$ cat config.mk
export PLATFORM = sky130hd
export DESIGN_NAME = next_primes_after_value_flat
export DESIGN_NICKNAME = d
export VERILOG_FILES = /design/src/design/npav_pkg.sv /design/src/design/npav_req_if.sv /design/src/design/npav_rsp_if.sv /design/src/design/npav_datapath.sv /design/src/design/npav_ctrl.sv /design/src/design/next_primes_after_value.sv /design/src/flat_wrapper.sv
export SDC_FILE = /design/constraint.sdc
export NUM_CORES = 1
export LEC_CHECK = 0
export BUFFER_PORTS_ARGS = -buffer_cell sky130_fd_sc_hd__buf_2
export CORE_ASPECT_RATIO = 0.7
export CORE_MARGIN = 2
export CORE_UTILIZATION = 65
export CTS_CLUSTER_SIZE = 10
export DETAILED_ROUTE_END_ITERATION = 12
export PLACE_DENSITY = 0.84
export SYNTH_ARGS = -nofsm -noshare
export SYNTH_HDL_FRONTEND = slang
export SYNTH_SLANG_ARGS = --single-unit
$ cat constraint.sdc
create_clock -name clk -period 11.5 [get_ports clk]
set_input_delay 0.575 -clock clk [delete_from_list [all_inputs] [get_ports clk]]
set_output_delay 0.575 -clock clk [all_outputs]
set_load 0.005 [all_outputs]
$ cat src/design/npav_pkg.sv
// npav_pkg: shared widths, state encoding and controller/datapath bundles
// for the prime run generator; no dependencies
package npav_pkg;

	localparam int StartW = 16;
	localparam int CountW = 7;
	localparam int PrimeW = 17;
	// trial divisors never pass 363 for a 17-bit candidate
	localparam int DivW = 10;
	localparam int SqW = 2 * DivW;
	localparam int StepW = 5;
	localparam logic [StepW-1:0] DivSteps = StepW'(PrimeW);
	localparam logic [DivW-1:0] FirstDiv = DivW'(2);

	typedef enum logic [5:0] {
		ST_IDLE  = 6'b000001,
		ST_NEXT  = 6'b000010,
		ST_TEST  = 6'b000100,
		ST_DIV   = 6'b001000,
		ST_CHECK = 6'b010000,
		ST_EMIT  = 6'b100000
	} state_t;

	typedef struct packed {
		logic load;
		logic next_cand;
		logic div_start;
		logic div_step;
		logic inc_div;
		logic emit;
	} cmd_t;

	typedef struct packed {
		logic req_zero;
		logic below_two;
		logic sq_gt;
		logic div_last;
		logic rem_zero;
		logic last_one;
	} status_t;

endpackage

$ cat src/design/npav_req_if.sv
// npav_req_if: request channel, start value and prime count
// depends on npav_pkg
interface npav_req_if;
	logic valid;
	logic ready;
	logic [npav_pkg::StartW-1:0] start_value;
	logic [npav_pkg::CountW-1:0] prime_count;

	modport source (output valid, output start_value, output prime_count, input ready);
	modport sink (input valid, input start_value, input prime_count, output ready);
endinterface

$ cat src/design/npav_rsp_if.sv
// npav_rsp_if: result channel, one prime per transfer with a last flag
// depends on npav_pkg
interface npav_rsp_if;
	logic valid;
	logic ready;
	logic [npav_pkg::PrimeW-1:0] prime;
	logic last;

	modport source (output valid, output prime, output last, input ready);
	modport sink (input valid, input prime, input last, output ready);
endinterface

$ cat src/design/npav_datapath.sv
// npav_datapath: candidate, trial divisor, bit-serial remainder unit,
// run counters and result register; depends on npav_pkg
module npav_datapath #(
	parameter int MAX_COUNT = 64
) (
	input  logic                          clk,
	input  logic                          arst_n,
	input  npav_pkg::cmd_t                cmd,
	output npav_pkg::status_t             status,
	input  logic [npav_pkg::StartW-1:0]   start_value,
	input  logic [npav_pkg::CountW-1:0]   prime_count,
	output logic [npav_pkg::PrimeW-1:0]   prime,
	output logic                          last
);
	import npav_pkg::*;

	logic [PrimeW-1:0] cand_q;
	logic [DivW-1:0]   div_q;
	logic [PrimeW-1:0] shift_q;
	logic [DivW:0]     rem_q;
	logic [StepW-1:0]  step_q;
	logic [CountW-1:0] want_q;
	logic [CountW-1:0] emitted_q;
	logic [PrimeW-1:0] prime_q;
	logic              last_q;

	logic [DivW:0]     rem_sh;
	logic [DivW:0]     rem_nx;
	logic [SqW-1:0]    div_sq;
	logic [CountW-1:0] want_sat;

	always_comb begin
		rem_sh = {rem_q[DivW-1:0], shift_q[PrimeW-1]};
		if (rem_sh >= {1'b0, div_q}) begin
			rem_nx = rem_sh - {1'b0, div_q};
		end else begin
			rem_nx = rem_sh;
		end
	end

	assign div_sq = {{DivW{1'b0}}, div_q} * {{DivW{1'b0}}, div_q};
	assign want_sat = (prime_count > CountW'(MAX_COUNT)) ? CountW'(MAX_COUNT) : prime_count;

	always_ff @(posedge clk or negedge arst_n) begin
		if (!arst_n) begin
			step_q    <= '0;
			want_q    <= '0;
			emitted_q <= '0;
		end else begin
			if (cmd.load) begin
				want_q    <= want_sat;
				emitted_q <= '0;
			end else if (cmd.emit) begin
				emitted_q <= emitted_q + CountW'(1);
			end
			if (cmd.div_start) begin
				step_q <= DivSteps;
			end else if (cmd.div_step) begin
				step_q <= step_q - StepW'(1);
			end
		end
	end

	always_ff @(posedge clk) begin
		if (cmd.load) begin
			cand_q <= {1'b0, start_value};
		end else if (cmd.next_cand) begin
			cand_q <= cand_q + PrimeW'(1);
		end
		if (cmd.next_cand) begin
			div_q <= FirstDiv;
		end else if (cmd.inc_div) begin
			div_q <= div_q + DivW'(1);
		end
		if (cmd.div_start) begin
			shift_q <= cand_q;
			rem_q   <= '0;
		end else if (cmd.div_step) begin
			shift_q <= {shift_q[PrimeW-2:0], 1'b0};
			rem_q   <= rem_nx;
		end
		if (cmd.emit) begin
			prime_q <= cand_q;
			last_q  <= status.last_one;
		end
	end

	always_comb begin
		status.req_zero  = (prime_count == '0);
		status.below_two = (cand_q < PrimeW'(2));
		status.sq_gt     = (div_sq > {{(SqW-PrimeW){1'b0}}, cand_q});
		status.div_last  = (step_q == StepW'(1));
		status.rem_zero  = (rem_q == '0);
		status.last_one  = ((emitted_q + CountW'(1)) == want_q);
	end

	assign prime = prime_q;
	assign last  = last_q;

endmodule

$ cat src/design/npav_ctrl.sv
// npav_ctrl: sequencer for candidate stepping, trial division and result
// hand-off; depends on npav_pkg
module npav_ctrl (
	input  logic                clk,
	input  logic                arst_n,
	input  logic                req_valid,
	output logic                req_ready,
	output logic                rsp_valid,
	input  logic                rsp_ready,
	input  npav_pkg::status_t   status,
	output npav_pkg::cmd_t      cmd
);
	import npav_pkg::*;

	state_t state_q;
	state_t state_nx;
	logic   out_valid_q;
	logic   out_free;

	assign out_free  = !out_valid_q || rsp_ready;
	assign req_ready = (state_q == ST_IDLE);
	assign rsp_valid = out_valid_q;

	always_comb begin
		state_nx = state_q;
		cmd      = '0;
		unique case (state_q)
			ST_IDLE: begin
				if (req_valid) begin
					cmd.load = 1'b1;
					if (!status.req_zero) begin
						state_nx = ST_NEXT;
					end
				end
			end
			ST_NEXT: begin
				cmd.next_cand = 1'b1;
				state_nx      = ST_TEST;
			end
			ST_TEST: begin
				priority if (status.below_two) begin
					state_nx = ST_NEXT;
				end else if (status.sq_gt) begin
					state_nx = ST_EMIT;
				end else begin
					cmd.div_start = 1'b1;
					state_nx      = ST_DIV;
				end
			end
			ST_DIV: begin
				cmd.div_step = 1'b1;
				if (status.div_last) begin
					state_nx = ST_CHECK;
				end
			end
			ST_CHECK: begin
				if (status.rem_zero) begin
					state_nx = ST_NEXT;
				end else begin
					cmd.inc_div = 1'b1;
					state_nx    = ST_TEST;
				end
			end
			ST_EMIT: begin
				if (out_free) begin
					cmd.emit = 1'b1;
					state_nx = status.last_one ? ST_IDLE : ST_NEXT;
				end
			end
			default: begin
				state_nx = ST_IDLE;
			end
		endcase
	end

	always_ff @(posedge clk or negedge arst_n) begin
		if (!arst_n) begin
			state_q     <= ST_IDLE;
			out_valid_q <= 1'b0;
		end else begin
			state_q <= state_nx;
			if (cmd.emit) begin
				out_valid_q <= 1'b1;
			end else if (rsp_ready) begin
				out_valid_q <= 1'b0;
			end
		end
	end

endmodule

$ cat src/design/next_primes_after_value.sv
// per trial divisor: a bound test, a 17-step remainder and a check; a composite candidate
// costs its step plus its divisors, a prime adds a final bound test and the emit, while
// 0 and 1 cost only the step and a bound test; one request at a time, and a zero count
// is accepted with the block staying idle; the bit-serial remainder unit sets the pace
// reset: arst_n clears sequencer, run counters and result valid; a request is taken at once
module next_primes_after_value #(
	parameter int MAX_COUNT = 64
) (
	input  logic       clk,
	input  logic       arst_n,
	npav_req_if.sink   req,
	npav_rsp_if.source rsp
);
	import npav_pkg::*;

	// command and status bundles between sequencer and datapath
	cmd_t    cmd;
	status_t status;

	// sequencer: request accept, division steps, result transfer pacing
	npav_ctrl u_ctrl (
		.clk       (clk),
		.arst_n    (arst_n),
		.req_valid (req.valid),
		.req_ready (req.ready),
		.rsp_valid (rsp.valid),
		.rsp_ready (rsp.ready),
		.status    (status),
		.cmd       (cmd)
	);

	// datapath: candidate walk, trial divisor, remainder unit and result register;
	// the result register lets the search run on while a prime waits for its transfer
	npav_datapath #(
		.MAX_COUNT (MAX_COUNT)
	) u_dp (
		.clk         (clk),
		.arst_n      (arst_n),
		.cmd         (cmd),
		.status      (status),
		.start_value (req.start_value),
		.prime_count (req.prime_count),
		.prime       (rsp.prime),
		.last        (rsp.last)
	);

endmodule
$ cat src/flat_wrapper.sv
// flat-port wrapper written by rule: the top's interface ports become plain ports
module next_primes_after_value_flat import npav_pkg::*;
#(
	parameter int MAX_COUNT = 64
)
  (clk, arst_n, req_valid, req_start_value, req_prime_count, req_ready, rsp_valid, rsp_prime, rsp_last, rsp_ready);
  npav_req_if req_i ();
  npav_rsp_if rsp_i ();
  input  logic clk;
  input  logic arst_n;
  input wire logic [$bits(req_i.valid)-1:0] req_valid;
  input wire logic [$bits(req_i.start_value)-1:0] req_start_value;
  input wire logic [$bits(req_i.prime_count)-1:0] req_prime_count;
  output wire logic [$bits(req_i.ready)-1:0] req_ready;
  output wire logic [$bits(rsp_i.valid)-1:0] rsp_valid;
  output wire logic [$bits(rsp_i.prime)-1:0] rsp_prime;
  output wire logic [$bits(rsp_i.last)-1:0] rsp_last;
  input wire logic [$bits(rsp_i.ready)-1:0] rsp_ready;
  assign req_i.valid = req_valid;
  assign req_i.start_value = req_start_value;
  assign req_i.prime_count = req_prime_count;
  assign req_ready = req_i.ready;
  assign rsp_valid = rsp_i.valid;
  assign rsp_prime = rsp_i.prime;
  assign rsp_last = rsp_i.last;
  assign rsp_i.ready = rsp_ready;
  next_primes_after_value #(.MAX_COUNT(MAX_COUNT)) u_core (.clk(clk), .arst_n(arst_n), .req(req_i), .rsp(rsp_i));
endmodule
== Word-level counts from Yosys, hierarchy flattened ==
Cells that the tools add are included.
Word-level totals
  bits in registers: 99
  memory bits (writable): 0
  memory bits (read-only): 0
  bits in latches: 0
  output and inout port bits: 20
  memories: 0
  bits of input ports: 27
Operators by class
  bitwise operators: 0
  multiply operators: 1
  shift-type cells: 0
  equal/unequal tests: 12
  divide/modulo/power cells: 0
  add/sub/neg operators: 5
  reductions and logical operators: 9
  multiplexer cells: 32
  magnitude comparators: 4
Operators with widths (count)
  6-bit two-way mux: 6
  6-bit one-hot mux with 6 select lines: 1
  17-bit two-way mux: 2
  16-bit two-way mux: 2
  7-bit two-way mux: 3
  20-bit by 17-bit > comparator with 1-bit output: 1
  10-bit by 10-bit multiplier with 20-bit output: 1
  17-bit by 1-bit adder with 17-bit output, second input constant: 1
  17-bit by 2-bit < comparator with 1-bit output, second input constant: 1
  1-bit two-way mux: 13
  11-bit by 10-bit greater-or-equal comparator with 1-bit output: 1
  11-bit logical NOT: 1
  11-bit two-way mux: 1
  11-bit by 10-bit subtractor with 11-bit output: 1
  10-bit by 1-bit adder with 10-bit output, second input constant: 1
  5-bit two-way mux: 2
  2-bit nonzero test: 4
  7-bit by 1-bit adder with 7-bit output, second input constant: 1
  7-bit == test: 1
  7-bit > comparator, second input constant: 1
  7-bit logical NOT: 1
  6-bit by 1-bit == test with 1-bit output, second input constant: 1
  6-bit by 2-bit == test with 1-bit output, second input constant: 1
  6-bit by 3-bit == test with 1-bit output, second input constant: 1
  other kinds (12): 14

== Depth between registers and ports, before layout ==
Gate-level depths: netlist of run 1.
  depth after elaboration: 6
  mapped depth: 31
  depth with buffers taken out: 29

== By module ==
A second synthesis of run 1 with hierarchy kept.
Unflattened totals
  cell total of the unflattened synthesis: 834
  area, all modules: 8130.3 um^2
Modules (own cells, without submodules)
  npav_datapath: cells each 789, area each 7683.6 um^2, times used 1
  npav_ctrl: cells each 45, area each 446.7 um^2, times used 1

== Worst setup path before layout of run 1 ==
OpenSTA, ideal clock, no wires.
  kind: register to register
  start: register u_core.u_dp.div_q[7]
  end: register u_core.u_dp.shift_q[0], enable pin
  path buffers: 2
  cell stages (with the launch flop): 28
  setup slack: 4.000 ns
  required time: 11.124 ns
  clock period less this slack: 7.500 ns
  arrival: 7.124 ns
  cell sequence: dfxtp_1 clkbuf_1 inv_1 nor2_1 fa_1 fa_1 inv_1 fa_1 inv_1 fa_1 inv_1 fa_1 inv_1 ha_1 o21a_1 o31a_1 or4b_4 nand3_1 nand2_1 xor2_1 ha_1 and2_1 nand4_1 or4_1 a21o_1 nor4_4 buf_4 nand2b_1
On the way
  cells in the longest elaborated chain, start to end: 6
RTL lines
  start: declaration: RTL line npav_datapath.sv:18  | logic [DivW-1:0] div_q;
  start signal: assignment: RTL line npav_datapath.sv:71  | div_q <= FirstDiv;
  start signal: assignment: RTL line npav_datapath.sv:73  | div_q <= div_q + DivW'(1);
  10-bit by 10-bit multiplier with 20-bit output: RTL line npav_datapath.sv:41  | assign div_sq = {{DivW{1'b0}}, div_q} * {{DivW{1'b0}}, div_q};
  20-bit by 17-bit > comparator with 1-bit output: RTL line npav_datapath.sv:91  | status.sq_gt = (div_sq > {{(SqW-PrimeW){1'b0}}, cand_q});
  1-bit two-way mux: RTL line npav_ctrl.sv:43  | end else if (status.sq_gt) begin
  1-bit two-way mux: RTL line npav_ctrl.sv:41  | priority if (status.below_two) begin
  1-bit two-way mux: RTL line npav_ctrl.sv:27  | unique case (state_q)
  2-bit nonzero test (no line)
  end signal: assignment: RTL line npav_datapath.sv:76  | shift_q <= cand_q;
  end signal: assignment: RTL line npav_datapath.sv:79  | shift_q <= {shift_q[PrimeW-2:0], 1'b0};
  end: declaration: RTL line npav_datapath.sv:19  | logic [PrimeW-1:0] shift_q;
No other way between the ends.
A chain may end at the register's enable or synchronous reset.

== Final worst setup path of run 1 ==
  start: register u_core.u_dp.div_q[3]
  end: register u_core.u_dp.shift_q[12], enable pin
The elaborated chain is that of the path after synthesis.

==> results of run 1 <==
-- synthesized netlist by cell type (3+ instances only) --
library cell	instances	area, sq um
clkbuf_1	15	56.3
nand3_1	15	75.1
a211oi_1	5	37.5
nand3b_1	4	30.0
o211ai_1	3	22.5
o21a_1	7	52.6
xnor2_1	51	447
o21ai_0	35	175
nand4_1	13	81.3
edfxtp_1	51	1530
inv_1	96	360
fa_1	48	961
o31ai_1	3	22.5
nor2_1	83	312
nor2b_1	7	43.8
nand2b_1	15	93.8
ha_1	81	1010
clkinv_1	4	15.0
nor3_1	13	65.1
o22ai_1	14	87.6
mux2_2	8	90.1
dfxtp_1	22	440
nor4_1	10	62.6
dfrtp_1	25	626
mux2i_1	6	60.1
o31a_1	4	35.0
a31oi_1	5	31.3
a21o_1	9	67.6
o21bai_1	3	22.5
and4_1	3	26.3
mux2_1	11	124
nand2_1	87	327
and2_1	3	18.8
xor2_1	14	123
and3_1	7	43.8
a21oi_1	44	220
-- power by group through the flow --
stage	registers [uW]	clock network (uW)	logic (uW)
floorplan	571	0	833
CTS	608	298	1070
detailed placement	615	0	1050
global route	625	312	1220
finish	612	299	1080
global placement	613	0	1020
-- state kept, by name, summed over array words and instances (netlist names) --
signal                   count
u_core.u_dp.rem_q           11
u_core.u_dp.cand_q          17
u_core.u_dp.shift_q         17
u_core.u_dp.step_q           5
u_core.u_dp.prime           17
u_core.u_ctrl.state_q        6
u_core.u_dp.div_q           10
u_core.u_dp.emitted_q        7
u_core.u_dp.want_q           7
u_core.u_dp.last             1
u_core.u_ctrl.rsp_valid      1
-- layer usage --
metal  vias up  part of all wire
li1       3024                 -
met1      3048              0.47
met2       263              0.43
met3        23             0.087
met4         0             0.012
met5         -                 0
-- worst min-delay path by stage --
stage | start | to | slack [ps] | depth (start not counted)
after global routing | arst_n | u_core.u_dp.emitted_q[5] | 260 | 1
after floorplan | arst_n | u_core.u_ctrl.rsp_valid | 280 | 0
after detailed placement | u_core.u_dp.rem_q[10] | u_core.u_dp.rem_q[10] | 470 | 2
after global placement | u_core.u_dp.rem_q[10] | u_core.u_dp.rem_q[10] | 460 | 2
after CTS | arst_n | u_core.u_dp.emitted_q[5] | 220 | 1
final | arst_n | u_core.u_dp.emitted_q[5] | 210 | 1
-- cells by family (layout without fill, tap and decap cells) --
group                      count (synthesis)  in the layout
AOI/OAI and AO/OA                        144            144
xor gates and xnor gates                  65             65
adders and majority gates                129            129
buffers and inverters                    118            164
DFF                                       99             99
muxes                                     25             25
and+or+nand+nor                          276            276
-- critical path, cell delays in order, from the launching register on --
cell,delay (ps)
dfxtp_1,460
clkinv_1,320
nor2_1,300
fa_1,480
fa_1,510
inv_1,50
fa_1,480
inv_1,60
fa_1,530
inv_1,60
fa_1,500
inv_1,50
ha_1,330
o21a_1,140
o31a_1,140
or4b_4,500
nand3_1,90
nand2_1,80
xor2_1,160
ha_1,300
and2_1,140
nand4_1,140
or4_1,570
a21o_1,240
nor4_4,130
buf_4,410
nand2b_1,710
-- through the flow --
step                      hold slack, ps  area, sq um
after global placement               463         8480
after floorplan                      279         8110
after global routing                 256         8760
after detailed placement             466         8480
after CTS                            223         8760
final                                210         8760
-- layout make-up --
type / count / area share
multi-input combinational: 639 / 0.574
tap: 162 / 0.0231
timing repair buffer: 48 / 0.0280
clock inverter: 7 / 0.00671
inverter: 100 / 0.0429
sequential: 99 / 0.300
clock buffer: 9 / 0.0257
==> implementation parameters, run 1 <==
Parameter                              Value

Global route
  Antenna violations before repair    0
  Pin count of the biggest net entering global routing    49
  Global Route Usage Sum    0.294
  Met2 layer usage reported by global route    0.411
  Global Route met3 Usage    0.0579
  Most crowded layer after global routing    met1
  Vias in the first global route    6253
  GRT overflow    0
  Met1 track demand over resource    0.470
  Global-route wire length before repair    31000 microns

Route
  Total wire length after detailed routing    18500 microns
  Via total after detailed routing    6358
  DR pass1 iterations    5
  Avg Vias per Cell    5.98
  DRC    0
  Antenna-violating nets left    0
  Number of DRC violations after detailed-routing iteration 0    539
  WL/cell    17.4 microns

Final layout
  Storage element area    0.00262 sq mm
  Area used by multi-input combinational logic    0.00503 sq mm
  Number of antenna repair diodes    0
  Filler-free cell count of the finished design    1064
  Area growth from synthesis to layout    8.02%
  Ratio of cells with drive above 1 in the final layout    0.0920
  Fillers    919
  Core occupancy in the finished layout    0.712
  Most common cell after layout, fill and taps aside    inv_1
  Top library cells by usage in the layout, fill and taps aside    96 x inv_1, 87 x nand2_1, 83 x nor2_1
  Number of nets in the layout    1053

Timing
  Count of endpoints failing setup in the final report    0
  Post-route setup TNS    0 ps
  Fraction of the cycle the final worst path needs    0.719
  Setup slack of the critical path after layout    3240 ps
  Final number of hold-violating endpoints    0
  Worst Max-Slew Pin Slew    1060 ps
  Clock period minus final worst setup slack    8260 ps
  Worst clock skew    8.21 ps
  Final max-slew violation count    0
  Worst relative slew slack    0.292
  RSZ-0062 raised after global routing    false
  Achievable clock frequency    121 MHz

Clock network
  Number of buffers inserted by post-CTS setup repair    0
  Count of hold buffers inserted by post-cts repair    0
  Cts bufs inserted    9
  CTS max path bufs    2
  Total number of clock tree sinks    99
  CTS tree    yes
  Root Buffer Master    clkbuf_16
  Later-pin clock latency in the skew report    350 ps
  Number of H-tree levels    3
  Number of gates given a new drive strength after cts    0
  Clock-pin slew reported for the worst setup and hold paths after clock tree synthesis    80 ps

Pwr
  Sequential share of power    0.308
  Post-route total power    1990 uW
  Power density over the cells    227 mW/mm^2
  Clock network fraction of design power    0.150
  Leakage    0.00409 uW
  Logic pwr share    0.542
  Net Sw Power    902 uW
  Max VDD drop    150 uV
  Net switching fraction of the power    0.454
  Internal power    1090 uW

Floorplan
  DIE AREA    0.0134 sq mm
  Floorplan core area    0.0123 sq mm
  Number of top-level pins    47
  Die W    138 microns
  Height of the chip    97.5 microns
  Core Rows    34
  Initial Util    0.660

Run
  Max-cap violations    0

Yosys
  Area of the mapped netlist    0.00811 sq mm
  Prevailing post-synth register cell    edfxtp_1
  Avg Inst Size Synth    9.47 sq um
  Count of flip-flops with a built-in enable after synthesis    51
  Post-synthesis share of cell area spent on and, or, nand and nor gates    0.163
  Part of the Yosys area used for sequential elements    0.324
  Synthesized-area fraction occupied by ao, oa, aoi and oai cells    0.109
  Count of mapped cells out of synthesis    856
  Number of nets in the synthesized netlist    1012
  Multiplexer area fraction after synthesis    0.0338
  Number of synthesized register bits    99
  XOR/XNOR Fraction of Synth Area    0.0702
  Arithmetic-cell share of the synthesized area counting full adders, half adders and majority gates    0.243
  Largest family of logic cells by synthesized area    adder cells
  Async set or reset register ratio after synthesis    0.263
  Number of distinct library cells after synthesis    60
  Number of synthesis warnings    0

Worst setup path
  Worst Path Max Fanout    34
  CP Capture Point    u_core.u_dp.shift_q[12]
  Worst reg2reg path endpoint    u_core.u_dp.shift_q[12]
  Minimum setup slack among reg-to-reg paths    3240 ps
  Classification of the worst setup path    reg -> reg
  Data required time at the worst endpoint    11480 ps
  CP Capture Type    register
  Category of the worst setup path launch point    register
  Depth of the most critical reg-to-reg path    26
  Worst Setup SP    u_core.u_dp.div_q[3]
  Arrival time of the worst setup path    8240 ps
  Startpoint of the worst register-to-register path    u_core.u_dp.div_q[3]

Placement
  Number of buffer cells added on primary ports    46
  Placer congestion estimate    0.945
  HPWL Detailed    14300 microns
  Placed cell count    1048
  DP Worst Slack    3350 ps

Outcome
  Status    completed

Worst hold path
  Path type of the worst min-delay path    in -> async
Note: power is estimated with default switching activity, not from simulation.
==> inputs of run 2 (changes only) <==
--- a/config.mk
+++ b/config.mk
@@ -8,10 +8,10 @@
 export BUFFER_PORTS_ARGS = -buffer_cell sky130_fd_sc_hd__buf_2
 export CORE_ASPECT_RATIO = 0.7
 export CORE_MARGIN = 2
-export CORE_UTILIZATION = 65
+export CORE_UTILIZATION = 63
 export CTS_CLUSTER_SIZE = 10
 export DETAILED_ROUTE_END_ITERATION = 12
-export PLACE_DENSITY = 0.84
+export PLACE_DENSITY = 0.82
 export SYNTH_ARGS = -nofsm -noshare
 export SYNTH_HDL_FRONTEND = slang
 export SYNTH_SLANG_ARGS = --single-unit
==> constraint.sdc (replaced) <==
create_clock -name clk -period 8.15 [get_ports clk]
set_input_delay 0.4075 -clock clk [delete_from_list [all_inputs] [get_ports clk]]
set_output_delay 0.4075 -clock clk [all_outputs]
set_load 0.005 [all_outputs]
==> run 2 against run 1 <==
Combinational power rose by 41%. Flip-flop and latch count unchanged. Critical path depth is 1 lower. Core utilization is 1.0 points lower. Cell area increased by 0.24%. Die area rose by 3.1%. First-iteration DRC count is 37% higher. Via count barely moved. Hold slack lost 160 ps. Sequential share of layout area is 0.073 points lower. Largest cell class unchanged. Highest routed layer unchanged.
==> implementation parameters, run 2 (same netlist as run 1, synthesis figures left out) <==
Parameter                              Value

Route
  Via total after detailed routing    6355 (-0.047%)
  DR pass1 iterations    5 (unchanged)
  WL/cell    17.2 microns (-1.1%)
  DRC    0 (unchanged)
  Avg Vias per Cell    5.97 (-0.14%)
  Total wire length after detailed routing    18300 microns (-1.0%)
  Number of DRC violations after detailed-routing iteration 0    741 (+37%)
  Antenna-violating nets left    0 (unchanged)

Floorplan
  Floorplan core area    0.0125 sq mm (+1.7%)
  Number of top-level pins    47 (unchanged)
  Core Rows    34 (unchanged)
  Die W    140 microns (+1.5%)
  Height of the chip    98.9 microns (+1.5%)
  DIE AREA    0.0138 sq mm (+3.1%)
  Initial Util    0.648 (-0.0112)

Global route
  GRT overflow    0 (unchanged)
  Pin count of the biggest net entering global routing    49 (unchanged)
  Global-route wire length before repair    30300 microns (-2.3%)
  Antenna violations before repair    0 (unchanged)
  Global Route Usage Sum    0.275 (-0.0189)
  Vias in the first global route    5967 (-4.6%)

Outcome
  Status    completed

Final layout
  Area growth from synthesis to layout    8.29%
  Area used by multi-input combinational logic    0.00503 sq mm (about the same)
  Storage element area    0.00262 sq mm (unchanged)
  Number of antenna repair diodes    0 (unchanged)
  Ratio of cells with drive above 1 in the final layout    0.0919 (-0.000102)
  Top library cells by usage in the layout, fill and taps aside    96 x inv_1, 87 x nand2_1, 82 x nor2_1
  Filler-free cell count of the finished design    1065 (+0.094%)
  Most common cell after layout, fill and taps aside    inv_1
  Fillers    945 (+2.8%)
  Number of nets in the layout    1054 (+0.095%)

Worst setup path
  Category of the worst setup path launch point    register
  Data required time at the worst endpoint    8240 ps (-3240 ps)
  Classification of the worst setup path    reg -> reg
  Arrival time of the worst setup path    7790 ps (-450 ps)
  Worst Path Max Fanout    33 (-2.9%)
  CP Capture Type    register

Worst hold path
  Path type of the worst min-delay path    in -> async

Clock network
  Cts bufs inserted    9 (unchanged)
  Total number of clock tree sinks    99 (unchanged)
  Later-pin clock latency in the skew report    350 ps (about the same)
  CTS max path bufs    2 (unchanged)
  Clock-pin slew reported for the worst setup and hold paths after clock tree synthesis    70 ps (about the same)
  CTS tree    yes
  Number of H-tree levels    3 (unchanged)
  Root Buffer Master    clkbuf_16
  Count of hold buffers inserted by post-cts repair    0 (unchanged)

Pwr
  Leakage    0.00409 uW (about the same)
  Power density over the cells    320 mW/mm^2 (+41%)
  Max VDD drop    227 uV (+51%)

Placement
  Placer congestion estimate    0.947 (+0.22%)
  Number of buffer cells added on primary ports    46 (unchanged)
  Placed cell count    1049 (+0.095%)
  HPWL Detailed    14100 microns (-1.4%)

Run
  Max-cap violations    0 (unchanged)

Timing
  Final number of hold-violating endpoints    0 (unchanged)
  RSZ-0062 raised after global routing    false
  Worst Max-Slew Pin Slew    1140 ps (+84.6 ps)
  Fraction of the cycle the final worst path needs    0.945 (+0.226)
  Count of endpoints failing setup in the final report    0 (unchanged)
  Post-route setup TNS    0 ps (unchanged)
  Clock period minus final worst setup slack    7700 ps (-564 ps)
  Achievable clock frequency    130 MHz (+7.3%)
  Worst relative slew slack    0.236 (-0.0565)
  Worst clock skew    9.06 ps (+0.853 ps)
  Final max-slew violation count    0 (unchanged)
run 2: critical path: stages (launching register included):
cell     delay [ps]
dfxtp_1         570
inv_1           240
nor2_1          270
fa_1            480
fa_1            450
ha_1            330
fa_1            550
inv_1            60
fa_1            530
inv_1            40
ha_1            330
o21a_1          120
o31a_1          120
o31a_1          310
or4b_4          510
nand3_1          80
nand2_1          60
xor2_1          150
ha_1            300
and2_1          150
nand4_1         130
or4_1           570
a21o_1          230
nor4_4          190
buf_8           290
mux2_2          370
run 2: where the power goes:
group          switching (uW)  internal [uW]  total (uW)
clock network             190            228         418
logic                     893            629        1520
registers                 175            695         870
total                    1260           1550        2810
run 2: cell type report:
cell class	instances	share of cell area
multi-input combinational	639	0.573
sequential	99	0.299
inverter	100	0.0432
clock buffer	13	0.0298
timing repair buffer	49	0.0296
tap	162	0.0231
clock inverter	3	0.00256
run 2: metrics by stage:
step	utilization	area [sq um]	power (uW)	hold slack [ps]	setup slack, ps
finish	0.702	8780	2810	52.0	450
floorplan	-	8110	1980	112	650
CTS	0.701	8770	2780	69.9	389
global route	0.702	8780	3030	86.4	34.3
detailed placement	0.678	8480	2350	439	416
global placement	0.678	8480	2310	439	618
run 2: repair_timing:
item | in CTS | in global routing
gates resized for setup | 0 | 5
buffers inserted | 0 | 0
endpoints found under the setup margin | 0 | 16
run 2: routing by layer:
metal  part of all wire  up-vias  track usage
li1                   -     3027            -
met1               0.48     3022        0.436
met2               0.42      287        0.394
met3              0.094       19       0.0588
met4             0.0079        0       0.0462
met5                  0        -            0
run 2: worst paths after layout:
check / start / endpoint / slack, ps / cells after the start
max: u_core.u_dp.div_q[1] / u_core.u_dp.shift_q[4] / 450 / 25
min: arst_n / u_core.u_dp.want_q[5] / 50 / 1
max reg2reg: u_core.u_dp.div_q[1] / u_core.u_dp.shift_q[4] / 450 / 25
min reg2reg: u_core.u_dp.rem_q[10] / u_core.u_dp.rem_q[10] / 490 / 2
max in group asynchronous: arst_n / u_core.u_dp.step_q[3] / 7710 / 1
min in group clk: req_valid / u_core.u_dp.cand_q[16] / 280 / 2
